==> config.mk <==
export PLATFORM = sky130hd
export DESIGN_NAME = aps_lane
export DESIGN_NICKNAME = d
export VERILOG_FILES = /design/src/rtl/core/aps_pkg.sv /design/src/rtl/core/aps_lane.sv
export SDC_FILE = /design/constraint.sdc
export NUM_CORES = 2
export LEC_CHECK = 0
export ABC_AREA = 1
export ABC_CLOCK_PERIOD_IN_PS = 12200
export BUFFER_PORTS_ARGS = -buffer_cell sky130_fd_sc_hd__buf_2
export CORE_MARGIN = 2
export CORE_UTILIZATION = 60
export CTS_CLUSTER_DIAMETER = 30
export DETAILED_ROUTE_END_ITERATION = 12
export PLACE_DENSITY = 0.9
export SYNTH_ARGS = -nofsm -noshare
export SYNTH_HDL_FRONTEND = slang
export SYNTH_SLANG_ARGS = --single-unit
==> constraint.sdc <==
create_clock -name clk_i -period 12.2 [get_ports clk_i]
set_input_delay 2.44 -clock clk_i [delete_from_list [all_inputs] [get_ports clk_i]]
set_output_delay 2.44 -clock clk_i [all_outputs]
set_load 0.005 [all_outputs]
==> src/rtl/core/aps_pkg.sv <==
// ----------------------------------------------------------------------------
// aps_pkg
// shared constants, types and helper functions of the position smoother
// ----------------------------------------------------------------------------
`default_nettype none

package aps_pkg;

  // number of lanes, one per axis
  localparam int AXES = 3;

  localparam int POS_W   = 32;
  localparam int TIME_W  = 24;
  localparam int RATIO_W = 21;
  localparam int NUM_W   = 46;
  localparam int DEN_W   = 27;
  localparam int MOD_W   = 25;

  localparam logic [TIME_W-1:0]  ONE_T     = 24'd1048576;
  localparam logic [TIME_W-1:0]  TINY_T    = 24'd1049;
  localparam logic [TIME_W-1:0]  TIME_MAX  = 24'hFFFFFF;
  localparam logic [RATIO_W-1:0] CAP_END   = 21'd1048576;
  localparam logic [RATIO_W-1:0] CAP_FREE  = 21'd1572864;
  localparam logic [RATIO_W-1:0] RATIO_DEF = 21'd838860;
  localparam logic [MOD_W-1:0]   DEG360    = 25'd23592960;
  localparam logic [MOD_W-1:0]   DEG180    = 25'd11796480;

  // ceil(2^28 / 10), exact floor division for numerators below 2^25
  localparam logic [24:0]        RECIP10   = 25'd26843546;

  localparam logic [1:0] OP_INIT    = 2'd0;
  localparam logic [1:0] OP_TARGET  = 2'd1;
  localparam logic [1:0] OP_ADVANCE = 2'd2;
  localparam logic [1:0] OP_UNUSED  = 2'd3;

  typedef enum logic [3:0] {
    LC_NONE,
    LC_INIT,
    LC_TARGET,
    LC_DIFF,
    LC_FOLD,
    LC_MUL,
    LC_SUM,
    LC_PREP,
    LC_APPLY
  } lane_cmd_e;

  typedef struct packed {
    lane_cmd_e            cmd;
    logic                 wrap;
    logic [RATIO_W-1:0]   ratio;
  } lane_ctl_t;

  // v mod 360 degrees in Q16.16; 360 deg = 45 * 2^19, so only the upper
  // part needs a mod 45, done by reciprocal multiply
  function automatic logic [MOD_W-1:0] mod360(input logic signed [33:0] v);
    logic signed [14:0] hi;
    logic [15:0]        u;
    logic [30:0]        prod;
    logic [10:0]        q;
    logic [16:0]        qx45;
    logic [16:0]        rm;
    logic [5:0]         r6;
    hi   = v[33:19];
    u    = 16'($signed({hi[14], hi}) + 16'sd16425);
    prod = 31'(u) * 31'd23302;
    q    = prod[30:20];
    qx45 = 17'(q) * 17'd45;
    rm   = {1'b0, u} - qx45;
    if (rm >= 17'd45) begin
      rm = rm - 17'd45;
    end
    r6 = rm[5:0];
    return {r6, v[18:0]};
  endfunction

  function automatic logic [POS_W-1:0] sat32(input logic signed [35:0] v);
    if (v > 36'sh07FFFFFFF) begin
      return 32'h7FFFFFFF;
    end else if (v < -36'sh080000000) begin
      return 32'h80000000;
    end
    return v[31:0];
  endfunction

endpackage

`default_nettype wire

==> src/rtl/core/aps_lane.sv <==
// ----------------------------------------------------------------------------
// aps_lane
// one axis: start, current and goal values and the step toward the goal
// ----------------------------------------------------------------------------
`default_nettype none

module aps_lane (
  input  wire logic                      clk_i,
  input  wire logic                      rst_ni,
  input  wire aps_pkg::lane_ctl_t        ctl_i,
  input  wire logic [aps_pkg::POS_W-1:0] target_i,
  output logic [aps_pkg::POS_W-1:0]      cur_o
);

  logic [aps_pkg::POS_W-1:0] start_q, cur_q, goal_q;

  logic signed [33:0] diff_q;
  logic [aps_pkg::MOD_W-1:0] gap_q;
  logic [32:0] mag_q;
  logic        neg_q;
  logic [37:0] plo_q;
  logic [36:0] phi_q;
  logic signed [35:0] step_q;
  logic [aps_pkg::POS_W-1:0] lin_q;
  logic signed [35:0] cand_q;
  logic        take_goal_q;

  logic signed [33:0] g_m_s, g_m_c, folded, absd;
  logic [54:0]        psum;
  logic [34:0]        qmag;
  logic signed [35:0] s_ext, c_ext, gap_ext, rest_ext;

  always_comb begin
    g_m_s  = $signed({{2{goal_q[31]}}, goal_q}) - $signed({{2{start_q[31]}}, start_q});
    g_m_c  = $signed({{2{goal_q[31]}}, goal_q}) - $signed({{2{cur_q[31]}}, cur_q});
    folded = (ctl_i.wrap && diff_q > $signed({9'b0, aps_pkg::DEG180}))
             ? $signed({9'b0, aps_pkg::DEG360}) - diff_q : diff_q;
    absd   = folded[33] ? -folded : folded;
    psum   = {1'b0, phi_q, 17'b0} + {17'b0, plo_q} + 55'd524288;
    qmag   = psum[54:20];
    s_ext  = $signed({{4{start_q[31]}}, start_q});
    c_ext  = $signed({{4{cur_q[31]}}, cur_q});
    gap_ext  = $signed({11'b0, gap_q});
    rest_ext = $signed({11'b0, aps_pkg::DEG360}) - gap_ext;
  end

  always_ff @(posedge clk_i or negedge rst_ni) begin
    if (!rst_ni) begin
      start_q <= '0;
      cur_q   <= '0;
      goal_q  <= '0;
    end else begin
      case (ctl_i.cmd)
        aps_pkg::LC_INIT: begin
          start_q <= target_i;
          cur_q   <= target_i;
          goal_q  <= target_i;
        end
        aps_pkg::LC_TARGET: begin
          start_q <= cur_q;
          goal_q  <= target_i;
        end
        aps_pkg::LC_APPLY: begin
          if (ctl_i.wrap) begin
            cur_q <= take_goal_q ? goal_q
                     : {7'b0, aps_pkg::mod360(cand_q[33:0])};
          end else begin
            cur_q <= lin_q;
          end
        end
        default: ;
      endcase
    end
  end

  // datapath of the advance step, no reset needed
  always_ff @(posedge clk_i) begin
    case (ctl_i.cmd)
      aps_pkg::LC_DIFF: begin
        diff_q <= ctl_i.wrap ? $signed({9'b0, aps_pkg::mod360(g_m_s)}) : g_m_s;
        gap_q  <= aps_pkg::mod360(g_m_c);
      end
      aps_pkg::LC_FOLD: begin
        neg_q <= folded[33];
        mag_q <= absd[32:0];
      end
      aps_pkg::LC_MUL: begin
        plo_q <= 38'(mag_q[16:0]) * 38'(ctl_i.ratio);
        phi_q <= 37'(mag_q[32:17]) * 37'(ctl_i.ratio);
      end
      aps_pkg::LC_SUM: begin
        step_q <= neg_q ? -$signed({1'b0, qmag}) : $signed({1'b0, qmag});
      end
      aps_pkg::LC_PREP: begin
        lin_q       <= aps_pkg::sat32(s_ext + step_q);
        take_goal_q <= !(gap_ext > step_q && rest_ext > step_q);
        cand_q      <= (gap_q > aps_pkg::DEG180) ? c_ext - step_q : c_ext + step_q;
      end
      default: ;
    endcase
  end

  assign cur_o = cur_q;

endmodule

`default_nettype wire

== Yosys cells after proc, flatten, opt, wreduce, memory -nomap -nowiden ==
Cells that the tools add are included.

* Bits in registers: 366
* Latch bits: 0
* Bits in writable memories: 0
* ROM bits: 0
* Input port bits: 60
* Output and inout bits: 32
* Word-level logic and storage cells: 84
* Memories: 0

* Add/subtract/negate cells: 20
* Multipliers: 8
* Divide/modulo/power cells: 0
* $lt $le $gt $ge: 9
* Eq/ne operators: 8
* Shift-type cells: 0
* Mux-type cells: 18
* Bitwise operators: 0
* Reductions and logical operators: 6

{| class="wikitable"
|+ Operators by type and width
! kind !! count
|-
| $mux W32 || 5
|-
| $pmux W32 S2 || 2
|-
| $mul A16 B14 Y30 const B || 3
|-
| $gt A26 B36 Y1 || 2
|-
| $mux W34 || 2
|-
| $sub A32 B32 Y33 || 2
|-
| $add A54 B38 Y55 || 1
|-
| $add A55 B20 Y55 const B || 1
|-
| $ge A17 B6 Y1 const B || 3
|-
| $mul A11 B6 Y17 const B || 3
|-
| $sub A16 B17 Y17 || 3
|-
| $mul A17 B21 Y38 || 1
|-
| $mul A16 B21 Y37 || 1
|-
| $add A32 B36 Y36 || 1
|-
| $gt A36 B32 Y1 const B || 1
|-
| $lt A36 B32 Y1 const B || 1
|-
| $neg A35 Y36 || 1
|-
| $mux W35 || 1
|-
| $add A32 B34 Y34 || 1
|-
| $sub A26 B33 Y34 const A || 1
|-
| $sub A32 B34 Y34 || 1
|-
| $gt A33 B25 Y1 const B || 1
|-
| $mux W33 || 1
|-
| $neg A33 Y33 || 1
|-
| other kinds (16) || 29
|}

== Longest topological paths before layout ==
* Word-level depth: 9
* Depth in mapped cells: 68
* Mapped depth without buffers: 68

== Worst setup path before layout ==
OpenSTA, ideal clock, no wires.

* Path type: register to register
* Start point: register goal_q[0] (netlist bit)
* End point: register gap_q[19] (netlist bit), data pin
* Setup time: 0.263 ns
* Arrival: 11.189 ns
* Required time: 11.937 ns
* Path slack: 0.748 ns
* Stages on the path, launching flop included: 59
* Path buffers: 0
* Period minus slack after synthesis: 11.452 ns
* Path through: dfrtp_1 inv_1 ha_1 inv_1 fa_1 nand3_1 nand3_1 a21oi_2 o21ai_1 nand2_1 nand2_1 nand2_1 nand2_1 nand2_1 nand2_1 ha_1 nand3_1 nand2_1 [... 23 more ...] xor2_1 ha_1 inv_1 fa_1 inv_1 fa_1 fa_1 inv_1 ha_1 a21oi_1 a21boi_0 nand3_1 xnor2_1 nor2b_1 nand2_1 nor3_1 nand3_2 xor2_1

* Word-level cells in the longest chain between the ends: 7
* Elaborated cells between the ends (all ways): 8
* Those cells by class: 4 x add/sub; 2 x mul; 1 x order compare; 1 x mux

{| class="wikitable"
|+ RTL lines
! element !! RTL line !! text
|-
| start, declared || aps_lane.sv:15 || <nowiki>logic [aps_pkg::POS_W-1:0] start_q, cur_q, goal_q;</nowiki>
|-
| start signal, assigned || aps_lane.sv:57 || <nowiki>goal_q <= target_i;</nowiki>
|-
| start signal, assigned || aps_lane.sv:61 || <nowiki>goal_q <= target_i;</nowiki>
|-
| $sub A32 B32 Y33 (*) || aps_lane.sv:35 || <nowiki>g_m_c = $signed({{2{goal_q[31]}}, goal_q}) - $signed({{2{cur_q[31]}}, cur_q});</nowiki>
|-
| $add A14 B16 Y16 (*) || aps_pkg.sv:65 || <nowiki>u = 16'($signed({hi[14], hi}) + 16'sd16425);</nowiki>
|-
| $mul A16 B14 Y30 || aps_pkg.sv:66 || <nowiki>prod = 31'(u) * 31'd23302;</nowiki>
|-
| $mul A11 B6 Y17 || aps_pkg.sv:68 || <nowiki>qx45 = 17'(q) * 17'd45;</nowiki>
|-
| $sub A16 B17 Y17 (*) || aps_pkg.sv:69 || <nowiki>rm = {1'b0, u} - qx45;</nowiki>
|-
| $ge A17 B6 Y1 or $sub A6 B6 Y6 (tied branches) || aps_pkg.sv:70, aps_pkg.sv:71 ||
|-
| $mux W6 (*) || aps_pkg.sv:70 || <nowiki>if (rm >= 17'd45) begin</nowiki>
|-
| end signal, assigned || aps_lane.sv:81 || <nowiki>gap_q <= aps_pkg::mod360(g_m_c);</nowiki>
|-
| end, declared || aps_lane.sv:18 || <nowiki>logic [aps_pkg::MOD_W-1:0] gap_q;</nowiki>
|}

Mark *: on every way between the ends. The rest lies on a longest branch, timed or not.
A chain may end at the register's enable or synchronous reset.

== Final worst setup path ==
* Start point: register start_q[0] (netlist bit)
* End point: register diff_q[24], data pin

* Word-level cells in the longest chain between the ends: 8
* Elaborated cells between the ends (all ways): 9
* Those cells by class: 4 x add/sub; 2 x mul; 1 x order compare; 2 x mux

{| class="wikitable"
|+ RTL lines
! element !! RTL line !! text
|-
| start, declared || aps_lane.sv:15 ||
|-
| start signal, assigned || aps_lane.sv:55 || <nowiki>start_q <= target_i;</nowiki>
|-
| start signal, assigned || aps_lane.sv:60 || <nowiki>start_q <= cur_q;</nowiki>
|-
| $sub A32 B32 Y33 (*) || aps_lane.sv:34 || <nowiki>g_m_s = $signed({{2{goal_q[31]}}, goal_q}) - $signed({{2{start_q[31]}}, start_q});</nowiki>
|-
| $add A14 B16 Y16 || aps_pkg.sv:65 ||
|-
| $mul A16 B14 Y30 || aps_pkg.sv:66 ||
|-
| $mul A11 B6 Y17 || aps_pkg.sv:68 ||
|-
| $sub A16 B17 Y17 || aps_pkg.sv:69 ||
|-
| $ge A17 B6 Y1 or $sub A6 B6 Y6 (tied branches) || aps_pkg.sv:70, aps_pkg.sv:71 ||
|-
| $mux W6 || aps_pkg.sv:70 ||
|-
| $mux W25 (*) || aps_lane.sv:80 || <nowiki>diff_q <= ctl_i.wrap ? $signed({9'b0, aps_pkg::mod360(g_m_s)}) : g_m_s;</nowiki>
|-
| end signal, assigned || aps_lane.sv:80 ||
|-
| end, declared || aps_lane.sv:17 || <nowiki>logic signed [33:0] diff_q;</nowiki>
|}

Marks and branches as above.

==> flow_metrics.tcl <==
set metrics [dict create \
    design.die.area_sq_um 117700 \
    cp_slowest_stage_delay_ns 0.55 \
    htree_levels 3 \
    ys_types 64 \
    pin_count 92 \
    fp.dieH_um 343.1 \
    startpoint_type "flop" \
    vias 62750 \
    worst_clock_skew_ns 0.04093 \
    layout.nets 11040 \
    syn_inst 9165 \
    yosys_warnings 0 \
    cp_slowest_cell "fa_1" \
    initial_core_util_pct 60.42 \
    hpwl_um 176200 \
    drc 0 \
    synth_ff_type "edfxtp_1" \
    fin_area_sq_um 75310 \
    hold_viol 0 \
    met3_length_um 21290 \
    grt_pass1_vias 64570 \
    cts-root-buf "clkbuf_16" \
    layout-drive-gt1-share_pct 6.680 \
    r2r_setup_slack_ns 0.54 \
    firstDrtPassIters 8 \
    drv_slew 0 \
    critPathMostFrequentCell "nand2_1" \
    path_clk_slew_ns 0.05 \
    grt_pass1_wl_um 341800 \
    synthArstFlopShare_pct 27.51 \
    overflow 0 \
    synth_area_sq_um 68990 \
    fin_crit_ns 11.66 \
    setup_viol_count_final 0 \
    hold_path_class "reg2reg" \
    antenna_found_initial 11 \
    end_kind "flop" \
    core_area_sq_um 114200 \
    insertion_delay_ns 0.66 \
    maxSlewHeadroom_pct 17.02 \
    syn_nets 10910 \
    grt_max_degree 107 \
    worstPathMaxFanout 10 \
    cp_num_buf_inv 11 \
    routed_via_density 5.770 \
    initialDrtViolationCount 6182 \
    port_buffers 91 \
    cts_buffers 84 \
    critPathTopFamily "adder cells" \
    crit_required_ns 12.59 \
    synth-edff-count 253 \
    place.gp.congestion 1.047 \
    tightest_slew_ns 1.245 \
    placed_cell_area_sq_um 71630 \
    cts.sinks 349 \
    status "completed" \
    wl_met1_um 81430 \
    grt_util_all_layers_pct 37.08 \
    yosysSeqAreaShare_pct 14.49 \
    route.top_layer_used "met5" \
    finalCritPeriodShare_pct 95.60 \
    cts_max_path_buffers 3 \
    areaGrowthSynthToFinish_pct 9.168 \
    drt-total-wl_um 216900 \
    cts_tree "done" \
    drt.antenna.violating_nets 0 \
    drv_cap 0 \
    crit_type "reg2reg" \
    hold_buffers 0 \
    rsz0062_at_grt "true" \
    syn_avg_cell_area_sq_um 7.527 \
    synth_seq_cells 349 \
    cp.arrival_ns 12.06 \
    die_x_um 343.1 \
    wl_met2_um 99370 \
    fmax_mhz 85.74 \
    wl_per_cell_um 19.95 \
    num_rows 124 \
]
==> through the flow <==
| step | hold slack [ns] | std cells | utilization, % | setup TNS, ns | setup WS, ns |
|---|---|---|---|---|---|
| finish | 0.5259 | 10870 | 65.95 | 0 | 0.5365 |
| global placement | 0.4774 | 10710 | 62.73 | 0 | 0.3072 |
| detailed placement | 0.4974 | 10710 | 62.73 | 0 | 0.1139 |
| CTS | 0.5196 | 10860 | 65.39 | 0 | 0.01358 |
| global route | 0.5248 | 10870 | 65.95 | -0.3862 | -0.08158 |
| floorplan | 0.4264 | 9165 | - | 0 | 0.7481 |
==> layout by cell type, fill, tap and decap left out, types with 37 or more instances in the layout <==
master / synthesis / routed
dfrtp_1: 96 / 94
buf_2: 7 / 90
xnor2_1: 114 / 110
edfxtp_1: 253 / 253
nand3_1: 304 / 292
o21ai_1: 29 / 37
inv_1: 2062 / 2059
xor2_1: 271 / 262
nand2_2: 44 / 51
buf_4: 7 / 157
o21ai_0: 304 / 293
o211ai_1: 52 / 52
a21oi_1: 418 / 405
clkbuf_16: 0 / 84
nand2_1: 2264 / 2255
nor3_1: 77 / 70
nor2_1: 538 / 525
nand4_1: 100 / 100
fa_1: 778 / 776
ha_1: 908 / 890
==> final timing paths <==
check / start / end / cells after the start
setup / recovery: start_q[0] / diff_q[24] / 58
max in group asynchronous: rst_ni / cur_o[27] / 2
hold reg to reg: diff_q[0] / mag_q[0] / 0
hold / removal: diff_q[0] / mag_q[0] / 0
setup reg to reg: start_q[0] / diff_q[24] / 58
min in group asynchronous: rst_ni / goal_q[22] / 1
==> cells by family after synthesis <==
group	after synthesis	synth area share, %
adder cells (fa/ha/maj)	1686	39.04
AO/OA/AOI/OAI	1000	8.221
AND/OR/NAND/NOR	3447	20.60
XOR/XNOR	391	5.029
buffers and inverters	2292	12.61
flip-flops	349	14.49
==> registers in the layout (all words and copies together), names as in the netlist <==
name / count
take_goal_q: 1
step_q: 36
goal_q: 32
plo_q: 21
diff_q: 33
phi_q: 37
lin_q: 32
start_q: 32
mag_q: 33
gap_q: 25
cand_q: 34
neg_q: 1
cur_o: 32
==> cell usage after synthesis, types with 20 or more instances <==
library cell | n | share of area, %
inv_1 | 2062 | 11
nor3_1 | 77 | 0.56
o21ai_0 | 304 | 2.2
dfrtp_1 | 96 | 3.5
nor4_1 | 28 | 0.25
fa_1 | 778 | 23
nand2_2 | 44 | 0.40
nand3b_1 | 26 | 0.28
o21bai_1 | 22 | 0.24
nor2_1 | 538 | 2.9
edfxtp_1 | 253 | 11
xor2_1 | 271 | 3.4
o21ai_1 | 29 | 0.21
nand2_1 | 2264 | 12
o21a_1 | 24 | 0.26
ha_1 | 908 | 16
nand4_1 | 100 | 0.91
a31oi_1 | 30 | 0.27
nand3_1 | 304 | 2.2
o221ai_1 | 29 | 0.37
o211ai_1 | 52 | 0.57
a21o_1 | 20 | 0.22
xnor2_1 | 114 | 1.4
clkbuf_1 | 183 | 1.0
a21oi_1 | 418 | 3.0
==> timing repair <==
item | 4_1_cts | 5_1_grt
setup endpoints to repair | 0 | 12
resized for setup | 0 | 122
setup buffers | 0 | 9
==> routing by layer <==
metal	GRT usage (%)	up-vias
met5	0.9615	-
met4	22.24	8
met3	7.807	952
met2	60.21	3228
met1	45.44	29790
li1	-	28770
==> area by class of cell <==
cell class | count | area [sq um]
sequential | 349 | 10000
clock inverter | 62 | 864.6
fill | 9323 | 38880
multi-input combinational | 6524 | 50900
inverter | 2082 | 7828
timing repair buffer | 248 | 1649
tap | 1512 | 1892
clock buffer | 91 | 2168
antenna | 6 | 15.01
Power is not shown: default switching activity piles up to over one toggle a cycle in this logic, so the estimate is an artifact.
