==> src/rtl/core/aps_pkg.sv <==
// ----------------------------------------------------------------------------
// aps_pkg
// shared constants, types and helper functions of the position smoother
// ----------------------------------------------------------------------------
`default_nettype none

package aps_pkg;

  // number of lanes, one per axis
  localparam int AXES = 3;

  localparam int POS_W   = 32;
  localparam int TIME_W  = 24;
  localparam int RATIO_W = 21;
  localparam int NUM_W   = 46;
  localparam int DEN_W   = 27;
  localparam int MOD_W   = 25;

  localparam logic [TIME_W-1:0]  ONE_T     = 24'd1048576;
  localparam logic [TIME_W-1:0]  TINY_T    = 24'd1049;
  localparam logic [TIME_W-1:0]  TIME_MAX  = 24'hFFFFFF;
  localparam logic [RATIO_W-1:0] CAP_END   = 21'd1048576;
  localparam logic [RATIO_W-1:0] CAP_FREE  = 21'd1572864;
  localparam logic [RATIO_W-1:0] RATIO_DEF = 21'd838860;
  localparam logic [MOD_W-1:0]   DEG360    = 25'd23592960;
  localparam logic [MOD_W-1:0]   DEG180    = 25'd11796480;

  // ceil(2^28 / 10), exact floor division for numerators below 2^25
  localparam logic [24:0]        RECIP10   = 25'd26843546;

  localparam logic [1:0] OP_INIT    = 2'd0;
  localparam logic [1:0] OP_TARGET  = 2'd1;
  localparam logic [1:0] OP_ADVANCE = 2'd2;
  localparam logic [1:0] OP_UNUSED  = 2'd3;

  typedef enum logic [3:0] {
    LC_NONE,
    LC_INIT,
    LC_TARGET,
    LC_DIFF,
    LC_FOLD,
    LC_MUL,
    LC_SUM,
    LC_PREP,
    LC_APPLY
  } lane_cmd_e;

  typedef struct packed {
    lane_cmd_e            cmd;
    logic                 wrap;
    logic [RATIO_W-1:0]   ratio;
  } lane_ctl_t;

  // v mod 360 degrees in Q16.16; 360 deg = 45 * 2^19, so only the upper
  // part needs a mod 45, done by reciprocal multiply
  function automatic logic [MOD_W-1:0] mod360(input logic signed [33:0] v);
    logic signed [14:0] hi;
    logic [15:0]        u;
    logic [30:0]        prod;
    logic [10:0]        q;
    logic [16:0]        qx45;
    logic [16:0]        rm;
    logic [5:0]         r6;
    hi   = v[33:19];
    u    = 16'($signed({hi[14], hi}) + 16'sd16425);
    prod = 31'(u) * 31'd23302;
    q    = prod[30:20];
    qx45 = 17'(q) * 17'd45;
    rm   = {1'b0, u} - qx45;
    if (rm >= 17'd45) begin
      rm = rm - 17'd45;
    end
    r6 = rm[5:0];
    return {r6, v[18:0]};
  endfunction

  function automatic logic [POS_W-1:0] sat32(input logic signed [35:0] v);
    if (v > 36'sh07FFFFFFF) begin
      return 32'h7FFFFFFF;
    end else if (v < -36'sh080000000) begin
      return 32'h80000000;
    end
    return v[31:0];
  endfunction

endpackage

`default_nettype wire

==> src/rtl/core/aps_div.sv <==
// ----------------------------------------------------------------------------
// aps_div
// restoring unsigned divider, two quotient bits per cycle
// ----------------------------------------------------------------------------
`default_nettype none

module aps_div (
  input  wire logic                      clk_i,
  input  wire logic                      rst_ni,
  input  wire logic                      start_i,
  input  wire logic [aps_pkg::NUM_W-1:0] num_i,
  input  wire logic [aps_pkg::DEN_W-1:0] den_i,
  output logic                           done_o,
  output logic [aps_pkg::NUM_W-1:0]      quo_o
);

  localparam int STEPS = aps_pkg::NUM_W / 2;
  localparam int CNT_W = $clog2(STEPS);

  logic [aps_pkg::NUM_W-1:0] num_q, num_d;
  logic [aps_pkg::DEN_W:0]   rem_q, rem_d;
  logic [aps_pkg::DEN_W-1:0] den_q;
  logic [CNT_W-1:0]          cnt_q;
  logic                      run_q, done_q;

  logic [aps_pkg::DEN_W:0] r1, r1s, r2, r2s;
  logic                    b1, b2;

  always_comb begin
    r1  = {rem_q[aps_pkg::DEN_W-1:0], num_q[aps_pkg::NUM_W-1]};
    b1  = r1 >= {1'b0, den_q};
    r1s = b1 ? r1 - {1'b0, den_q} : r1;
    r2  = {r1s[aps_pkg::DEN_W-1:0], num_q[aps_pkg::NUM_W-2]};
    b2  = r2 >= {1'b0, den_q};
    r2s = b2 ? r2 - {1'b0, den_q} : r2;
    num_d = {num_q[aps_pkg::NUM_W-3:0], b1, b2};
    rem_d = r2s;
  end

  always_ff @(posedge clk_i or negedge rst_ni) begin
    if (!rst_ni) begin
      run_q  <= 1'b0;
      done_q <= 1'b0;
      cnt_q  <= '0;
    end else begin
      done_q <= 1'b0;
      if (start_i) begin
        run_q <= 1'b1;
        cnt_q <= CNT_W'(STEPS - 1);
      end else if (run_q) begin
        cnt_q <= cnt_q - 1'b1;
        if (cnt_q == '0) begin
          run_q  <= 1'b0;
          done_q <= 1'b1;
        end
      end
    end
  end

  always_ff @(posedge clk_i) begin
    if (start_i) begin
      num_q <= num_i;
      den_q <= den_i;
      rem_q <= '0;
    end else if (run_q) begin
      num_q <= num_d;
      rem_q <= rem_d;
    end
  end

  assign done_o = done_q;
  assign quo_o  = num_q;

endmodule

`default_nettype wire

==> config.mk <==
export PLATFORM = sky130hd
export DESIGN_NAME = aps_div
export DESIGN_NICKNAME = d
export VERILOG_FILES = /design/src/rtl/core/aps_pkg.sv /design/src/rtl/core/aps_div.sv
export SDC_FILE = /design/constraint.sdc
export NUM_CORES = 1
export LEC_CHECK = 0
export BUFFER_PORTS_ARGS = -buffer_cell sky130_fd_sc_hd__buf_2
export CAP_MARGIN = 10
export CORE_MARGIN = 2
export CORE_UTILIZATION = 40
export DETAILED_ROUTE_END_ITERATION = 8
export HOLD_SLACK_MARGIN = 0.05
export PLACE_DENSITY = 0.68
export SYNTH_ARGS = -nofsm -noshare
export SYNTH_HDL_FRONTEND = slang
export SYNTH_SLANG_ARGS = --single-unit
==> constraint.sdc <==
create_clock -name clk_i -period 10.6 [get_ports clk_i]
set_input_delay 2.12 -clock clk_i [delete_from_list [all_inputs] [get_ports clk_i]]
set_output_delay 2.12 -clock clk_i [all_outputs]
set_load 0.02 [all_outputs]
; Word-level counts from Yosys, hierarchy flattened
; Cells that the tools add are included.
[totals]
regBits = 107
inputBits = 76
out_inout_bits = 47
word_cells = 25
[op_classes]
addsub = 3
magnitude_cmp = 2
muxes = 12
n_reduce_logical = 2
[ops]
columns = op, count
row1 = 2-to-1 mux 46 bit, 2
row2 = greater-or-equal comparator 28 x 27 -> 1 bit, 2
row3 = 2-to-1 mux 27 bit, 2
row4 = subtractor 27 bit, 2
row5 = 2-to-1 mux 5 bit, 2
row6 = 2-to-1 mux 1 bit, 6
row7 = logical NOT 5 bit, 1
row8 = "subtractor 5 x 1 -> 5 bit, second input constant", 1
row9 = nonzero test 2 bit, 1

; Depth between registers and ports, before layout
; Gate-level depths: netlist of the first run.
[logic_depth]
depth_word = 5
ltp_mapped = 24
depth_no_buf = 21

; Least setup slack after synthesis of the first run
; Ideal clock, no wire load.
[synth_path]
path_kind = flip-flop to flip-flop
start = register num_q, in the netlist quo_o[45]
end = register rem_q[9] in the netlist's numbering
setup_time_ns = 0.091
arrival_time_ns = 5.073
required_time_ns = 10.509
path_slack_ns = 5.436
path_stages_with_launch = 25
path_buffers = 4
cell_sequence = edfxtp_1 inv_1 ha_1 fa_1 nand2b_1 a21oi_1 o211ai_2 a31oi_1 a41o_1 buf_2 clkbuf_1 nor2_1 a21oi_1 ha_1 a21oi_1 o21ai_0 a31oi_1 a21boi_1 o41ai_2 o221ai_4 nor2_4 buf_6 buf_4 nand2_1 a311oi_1
[synth_between]
elab_chain_cells = 4
elab_cells_between_ends = 6
classes_between = add/sub (2) / order compare (2) / mux (2)
[synth_lines]
columns = element, line_no
row1 = start: declaration, aps_div.sv:20  ; logic [aps_pkg::NUM_W-1:0] num_q, num_d;
row2 = start signal: assignment, aps_div.sv:62  ; num_q <= num_i;
row3 = start signal: assignment, aps_div.sv:66  ; num_q <= num_d;
row4 = subtractor 27 bit or greater-or-equal comparator 28 x 27 -> 1 bit (tied branches), "aps_div.sv:32, aps_div.sv:31"
row5 = 2-to-1 mux 27 bit *, aps_div.sv:32  ; r1s = b1 ? r1 - {1'b0, den_q} : r1;
row6 = subtractor 27 bit or greater-or-equal comparator 28 x 27 -> 1 bit (tied branches), "aps_div.sv:35, aps_div.sv:34"
row7 = 2-to-1 mux 27 bit *, aps_div.sv:35  ; r2s = b2 ? r2 - {1'b0, den_q} : r2;
row8 = end signal: assignment, aps_div.sv:67  ; rem_q <= rem_d;
row9 = end: declaration, aps_div.sv:21  ; logic [aps_pkg::DEN_W:0] rem_q, rem_d;
; Every way passes the cells marked *; elsewhere a longest branch is shown, timed or not.
; A chain may end at the register's enable or synchronous reset.

; Final worst setup path of the first run
[layout_path]
start = register num_q, in the netlist quo_o[45]
end = register rem_q[0] in the netlist's numbering
[layout_between]
elab_chain_cells = 4
elab_cells_between_ends = 5
classes_between = add/sub (1) / order compare (2) / mux (2)
[layout_lines]
columns = element, line_no
row1 = subtractor 27 bit or greater-or-equal comparator 28 x 27 -> 1 bit (tied branches), "aps_div.sv:32, aps_div.sv:31"
row2 = 2-to-1 mux 27 bit *, aps_div.sv:32
row3 = greater-or-equal comparator 28 x 27 -> 1 bit *, aps_div.sv:34  ; b2 = r2 >= {1'b0, den_q};
row4 = 2-to-1 mux 27 bit *, aps_div.sv:35
; Marks and branches as above.

==> results of run 1 <==
==> metal layers <==
metal	share of wire	vias up	global-route usage
met1	0.46	3008	0.249
met3	0.060	26	0.0506
li1	-	3152	-
met2	0.46	183	0.325
met4	0.018	0	0.0653
met5	0	-	0
==> synth_stat cells, types with 10 or more instances <==
master,count
edfxtp_1,73
nand3_1,10
xor2_1,13
clkbuf_1,23
dfxtp_1,27
mux2_2,47
nor2_1,81
o21a_1,11
xnor2_1,23
ha_1,56
a21oi_1,61
a311oi_1,11
nand2_1,46
a21o_1,13
mux2i_1,14
inv_1,53
nor3_1,14
nand2b_1,13
o21ai_0,33
a211oi_1,19
==> metrics by stage <==
step,util,instance area [um2],power (mW)
floorplan,-,7580,2.10
global placement,0.449,8370,2.46
detailed placement,0.449,8370,2.47
CTS,0.465,8660,2.82
global route,0.465,8660,3.07
finish,0.465,8660,2.83
==> sequential cells by signal (all words and copies together), names as in the netlist <==
signal  flops
cnt_q       5
done_o      1
den_q      27
run_q       1
rem_q      27
quo_o      46
==> logic make-up after synthesis <==
family	after synthesis	share of synthesized area
buf+inv	84	0.0450
xor+xnor	36	0.0416
mux	63	0.0913
flops	107	0.383
simple gates	219	0.140
fa+ha+maj	58	0.0977
compound gates	220	0.201
==> layout make-up <==
cell class / count / area share
Multi-Input combinational cell: 596 / 0.500
Sequential cell: 107 / 0.336
Timing Repair Buffer: 125 / 0.0734
Tap cell: 234 / 0.0338
Clock buffer: 10 / 0.0264
Inverter: 53 / 0.0230
Clock inverter: 6 / 0.00722
==> power groups by stage <==
stage	Combinational, mW	Sequential (mW)	Clock, mW
final	1.89	0.590	0.342
after detailed placement	1.87	0.597	0
after floorplan	1.48	0.613	0
after CTS	1.88	0.590	0.353
after global placement	1.86	0.598	0
after global routing	2.11	0.600	0.368
==> how the worst min path moves through the flow <==
stage                     startpoint        end  slack, ps  depth (start not counted)
after floorplan            rem_q[16]  rem_q[16]        470                          2
after global placement     rem_q[18]  rem_q[18]        500                          2
after detailed placement    rem_q[6]   rem_q[6]        500                          2
after CTS                  rem_q[15]  rem_q[15]        510                          2
after global routing        rem_q[9]   rem_q[9]        520                          2
final                      rem_q[18]  rem_q[18]        510                          2
==> worst max-delay path, stage by stage (launching register included) <==
cell	delay (ps)
edfxtp_1	390
inv_1	60
ha_1	220
fa_1	400
nand2b_1	180
a21oi_1	290
o211ai_2	190
a31oi_1	240
a41o_1	740
buf_4	400
nor2_1	70
a21oi_1	170
ha_1	300
nor2_1	170
a211oi_1	120
o31ai_2	320
a21boi_1	150
o41ai_2	570
o221ai_4	270
nor2_4	810
mux2_1	380
a211oi_1	220
==> impl_metrics.env, run 1 <==
export IMPL_max_cap_viol_count=0
export IMPL_synth_area_per_cell_um2=9.63
export IMPL_wl_mm=18.8
export IMPL_crit_path_end_kind="register"
export IMPL_htree_levels=3
export IMPL_clk_latency_ps=370
export IMPL_synthesis_instances=787
export IMPL_yosysWarnings=0
export IMPL_critical_path_class="register to register"
export IMPL_cts_root_buf="clkbuf_16"
export IMPL_globalRouteOverflowTotal=0
export IMPL_critical_path_arrival_ps=7030
export IMPL_layout_setup_ws_ps=3850
export IMPL_remaining_drc_errors=0
export IMPL_syn_area_um2=7580
export IMPL_seq_area_um2=2910
export IMPL_ios=123
export IMPL_final_cell_mix="121 x buf_2, 81 x nor2_1, 73 x edfxtp_1"
export IMPL_synth_top_cells_by_area="edfxtp_1 29%, ha_1 9.2%, dfxtp_1 7.1%, mux2_2 7.0%, a21oi_1 4.0%"
export IMPL_worstMarginPinSlew_ps=1060
export IMPL_drtIter0Drc=414
export IMPL_hold_violations=0
export IMPL_post_cts_resized=0
export IMPL_ys_ff_latch=107
export IMPL_post_cts_buffers=0
export IMPL_fin_nets=1026
export IMPL_whs_ps=509
export IMPL_async_flop_share=0.0654
export IMPL_grt_pass1_wl_mm=31.6
export IMPL_grt_total_usage=0.196
export IMPL_synth_edf_count=73
export IMPL_hp_class="register to register"
export IMPL_powerDensity_nw_per_um2=326
export IMPL_slew_violations=0
export IMPL_area_growth_syn_to_layout_pct=14.2
export IMPL_regToRegStartpoint="quo_o[45]"
export IMPL_clock_skew_ps=14.7
export IMPL_dp_cells=1115
export IMPL_crit_start="quo_o[45]"
export IMPL_rr_worst_depth=21
export IMPL_startpoint_type="register"
export IMPL_multi_input_area_um2=4330
export IMPL_avgRoutedWirePerCell_um=16.7
export IMPL_hold_buffers=0
export IMPL_yosysTopAreaCell="edfxtp_1"
export IMPL_drive_above_1_share=0.227
export IMPL_fin_tns_setup_ps=0
export IMPL_cp_max_fo=32
export IMPL_fp_row_count=50
export IMPL_rsz0062_at_grt="false"
export IMPL_synth_cell_type_count=75
export IMPL_finalCritPeriodShare=0.637
export IMPL_reg2reg_to="rem_q[0]"
export IMPL_synth_top_area_share=0.289
export IMPL_grt_pass1_vias=6397
export IMPL_cts_made_buffers=9
export IMPL_setup_viol_count_final=0
export IMPL_antenna_found_initial=0
export IMPL_seqPwrFrac=0.209
export IMPL_die_area_um2=20100
export IMPL_max_freq_mhz=148
export IMPL_cellLeakagePower_nw=3.71
export IMPL_drt_pass1_iterations=7
export IMPL_p_int_mw=1.50
export IMPL_grt_max_degree=65
export IMPL_final_instance_count_excl_fill=1131
export IMPL_antennaDiodeCount=0
export IMPL_required_ps=10880
export IMPL_syn_num_nets=921
export IMPL_hpwl_mm=14.1
export IMPL_antenna_left=0
export IMPL_p_sw_frac=0.470
export IMPL_clkTransAtPathRegs_ps=80
export IMPL_dp_slack_ps=3930
export IMPL_synth_flop_cell="edfxtp_1"
export IMPL_layout_commonest_cell="buf_2"
export IMPL_max_slew_margin=0.295
export IMPL_vias=6369
export IMPL_p_comb_frac=0.670
export IMPL_setup_worst_path_end="rem_q[0]"
export IMPL_globalplace_congestion=0.841
export IMPL_viasPerCell=5.63
export IMPL_ff2ff_setup_slack_ps=3850
export IMPL_cts_sinks=107
export IMPL_status="finished clean"
export IMPL_period_minus_slack_ps=6750
export IMPL_max_vdd_ir_drop_v=0.000123
export IMPL_cts_tree="built"
export IMPL_ys_seq_area_frac=0.383
export IMPL_clkPwrFrac=0.121
export IMPL_p_switching_mw=1.33
export IMPL_clock_path_buffers=2
export IMPL_portBuffers=122
export IMPL_die_x_um=142
export IMPL_die_h_um=142
export IMPL_start_util=0.407
export IMPL_fillerInstances=1776
export IMPL_core_um2=18600
Power figures use the tool's default switching activity.
==> run 2: changes to the inputs <==
==> constraint.sdc (replaced) <==
create_clock -name clk_i -period 6.8 [get_ports clk_i]
set_input_delay 1.36 -clock clk_i [delete_from_list [all_inputs] [get_ports clk_i]]
set_output_delay 1.36 -clock clk_i [all_outputs]
set_load 0.02 [all_outputs]
==> run 2 against run 1 <==
Effect of this change: critical path type unchanged; sequential power grew 55%; combinational power is 60% higher; total power increased by 61%; final area rose by 0.79%; register-to-register slack worse by 3400 ps; first-iteration DRC count is 32% higher; hold slack barely moved; clock-buffer cell count shrank 1; via count up 0.44%; worst setup slack worse by 3400 ps; final cell count increased by 0.27%.
==> impl_metrics.env, run 2 (synthesis gave the netlist of run 1 again) <==
export IMPL_layout_setup_ws_ps=489
export IMPL_core_um2=18600
export IMPL_grt_pass1_vias=6182
export IMPL_clock_path_buffers=2
export IMPL_startpoint_type="register"
export IMPL_start_util=0.407
export IMPL_status="finished clean"
export IMPL_hp_class="register to register"
export IMPL_fp_row_count=50
export IMPL_globalRouteOverflowTotal=0
export IMPL_critPathMaxStageDelay_ps=590
export IMPL_drt_pass1_iterations=5
export IMPL_final_cell_mix="121 x buf_2, 81 x nor2_1, 73 x edfxtp_1"
export IMPL_crit_chain="inv_1 -> ha_1 -> fa_1 -> nand2b_1 -> a21oi_1 -> o211ai_2 -> a31oi_1 -> a41o_1 -> buf_4 -> nor2_1 -> a21oi_1 -> ha_1 -> a21oi_1 -> o21ai_0 -> a31oi_1 -> a21boi_1 -> o41ai_2 -> o221ai_4 -> nor2_4 -> buf_4 -> mux2i_1 -> a211oi_1"
export IMPL_fin_nets=1029
export IMPL_post_cts_buffers=0
export IMPL_die_h_um=142
export IMPL_dp_cells=1118
export IMPL_post_cts_resized=0
export IMPL_drive_above_1_share=0.231
export IMPL_max_freq_mhz=158
export IMPL_max_cap_viol_count=0
export IMPL_grt_pass1_wl_mm=31.4
export IMPL_portBuffers=122
export IMPL_htree_levels=3
export IMPL_cts_tree="built"
export IMPL_drtIter0Drc=548
export IMPL_final_instance_count_excl_fill=1134
export IMPL_path_common_cell="a21oi_1"
export IMPL_hold_violations=0
export IMPL_place_area_um2=8390
export IMPL_cp_slowest_cell="a41o_1"
export IMPL_remaining_drc_errors=0
export IMPL_viasPerCell=5.64
export IMPL_required_ps=7000
export IMPL_clk_latency_ps=370
export IMPL_fillerInstances=1783
export IMPL_utilization=0.468
export IMPL_crit_path_end_kind="register"
export IMPL_die_area_um2=20100
export IMPL_dp_slack_ps=629
export IMPL_antenna_left=0
export IMPL_avgRoutedWirePerCell_um=17.2
export IMPL_cp_max_fo=17
export IMPL_max_slew_margin=0.291
export IMPL_worstMarginPinSlew_ps=1060
export IMPL_cts_root_buf="clkbuf_16"
export IMPL_rsz0062_at_grt="false"
export IMPL_fin_area_um2=8730
export IMPL_layout_commonest_cell="buf_2"
export IMPL_grt_max_degree=67
export IMPL_finalCritPeriodShare=0.928
export IMPL_hold_buffers=0
export IMPL_globalplace_congestion=0.912
export IMPL_max_vdd_ir_drop_v=0.000238
export IMPL_critical_path_class="register to register"
export IMPL_cts_sinks=107
export IMPL_antennaDiodeCount=0
export IMPL_period_minus_slack_ps=6310
export IMPL_critical_path_arrival_ps=6510
export IMPL_vias=6397
export IMPL_cts_made_buffers=9
export IMPL_worst_path_buf_inv=3
export IMPL_wl_mm=19.5
export IMPL_slew_violations=0
export IMPL_setup_viol_count_final=0
export IMPL_hpwl_mm=14.4
export IMPL_die_x_um=142
export IMPL_powerDensity_nw_per_um2=520
export IMPL_largest_register_ffs=46
export IMPL_path_delay_family="compound AO/OA/AOI/OAI gates"
export IMPL_area_growth_syn_to_layout_pct=15.1
export IMPL_clkTransAtPathRegs_ps=90
export IMPL_ios=123
export IMPL_cellLeakagePower_nw=3.74
export IMPL_fin_tns_setup_ps=0
export IMPL_antenna_found_initial=0
export IMPL_grt_total_usage=0.198
export IMPL_clock_skew_ps=17.8
[run 2: metal layers]
metal  GRT usage  vias to the layer above  part of all wire
met2       0.318                      260              0.45
met1       0.262                     2949              0.45
met4      0.0626                        0             0.018
met5           0                        -                 0
met3      0.0537                       27             0.081
li1            -                     3161                 -
[run 2: final cells by class]
| cell class | count | area (um2) | area share |
|---|---|---|---|
| inverter | 53 | 199 | 0.0228 |
| sequential | 107 | 2910 | 0.333 |
| clock buffer | 9 | 225 | 0.0258 |
| multi-input combinational | 596 | 4330 | 0.496 |
| timing repair buffer | 128 | 658 | 0.0754 |
| tap | 234 | 293 | 0.0335 |
| clock inverter | 7 | 113 | 0.0129 |
[run 2: worst paths after layout]
check                             to  depth (start not counted)  slack, ps  startpoint
max                        rem_q[14]                         22        490   quo_o[45]
min                        rem_q[20]                          2        510   rem_q[20]
max reg2reg                rem_q[14]                         22        490   quo_o[45]
min reg2reg                rem_q[20]                          2        510   rem_q[20]
max in group asynchronous      run_q                          1       5830      rst_ni
min in group asynchronous   cnt_q[4]                          1        800      rst_ni
[run 2: through the flow]
stage / hold slack [ps] / power (mW)
floorplan: 473 / 3.27
global placement: 492 / 3.88
detailed placement: 500 / 3.89
CTS: 511 / 4.52
global route: 526 / 4.91
finish: 509 / 4.54
[run 2: tightest hold or removal path, cell delays in order, from the launching register on]
cell and delay, ps:
dfxtp_1 330, nor2_1 90, a211oi_1 50
[run 2: power breakdown]
group | switching, mW | internal, mW
logic | 1.76 | 1.26
clock network | 0.293 | 0.304
registers | 0.0837 | 0.833
total | 2.14 | 2.40
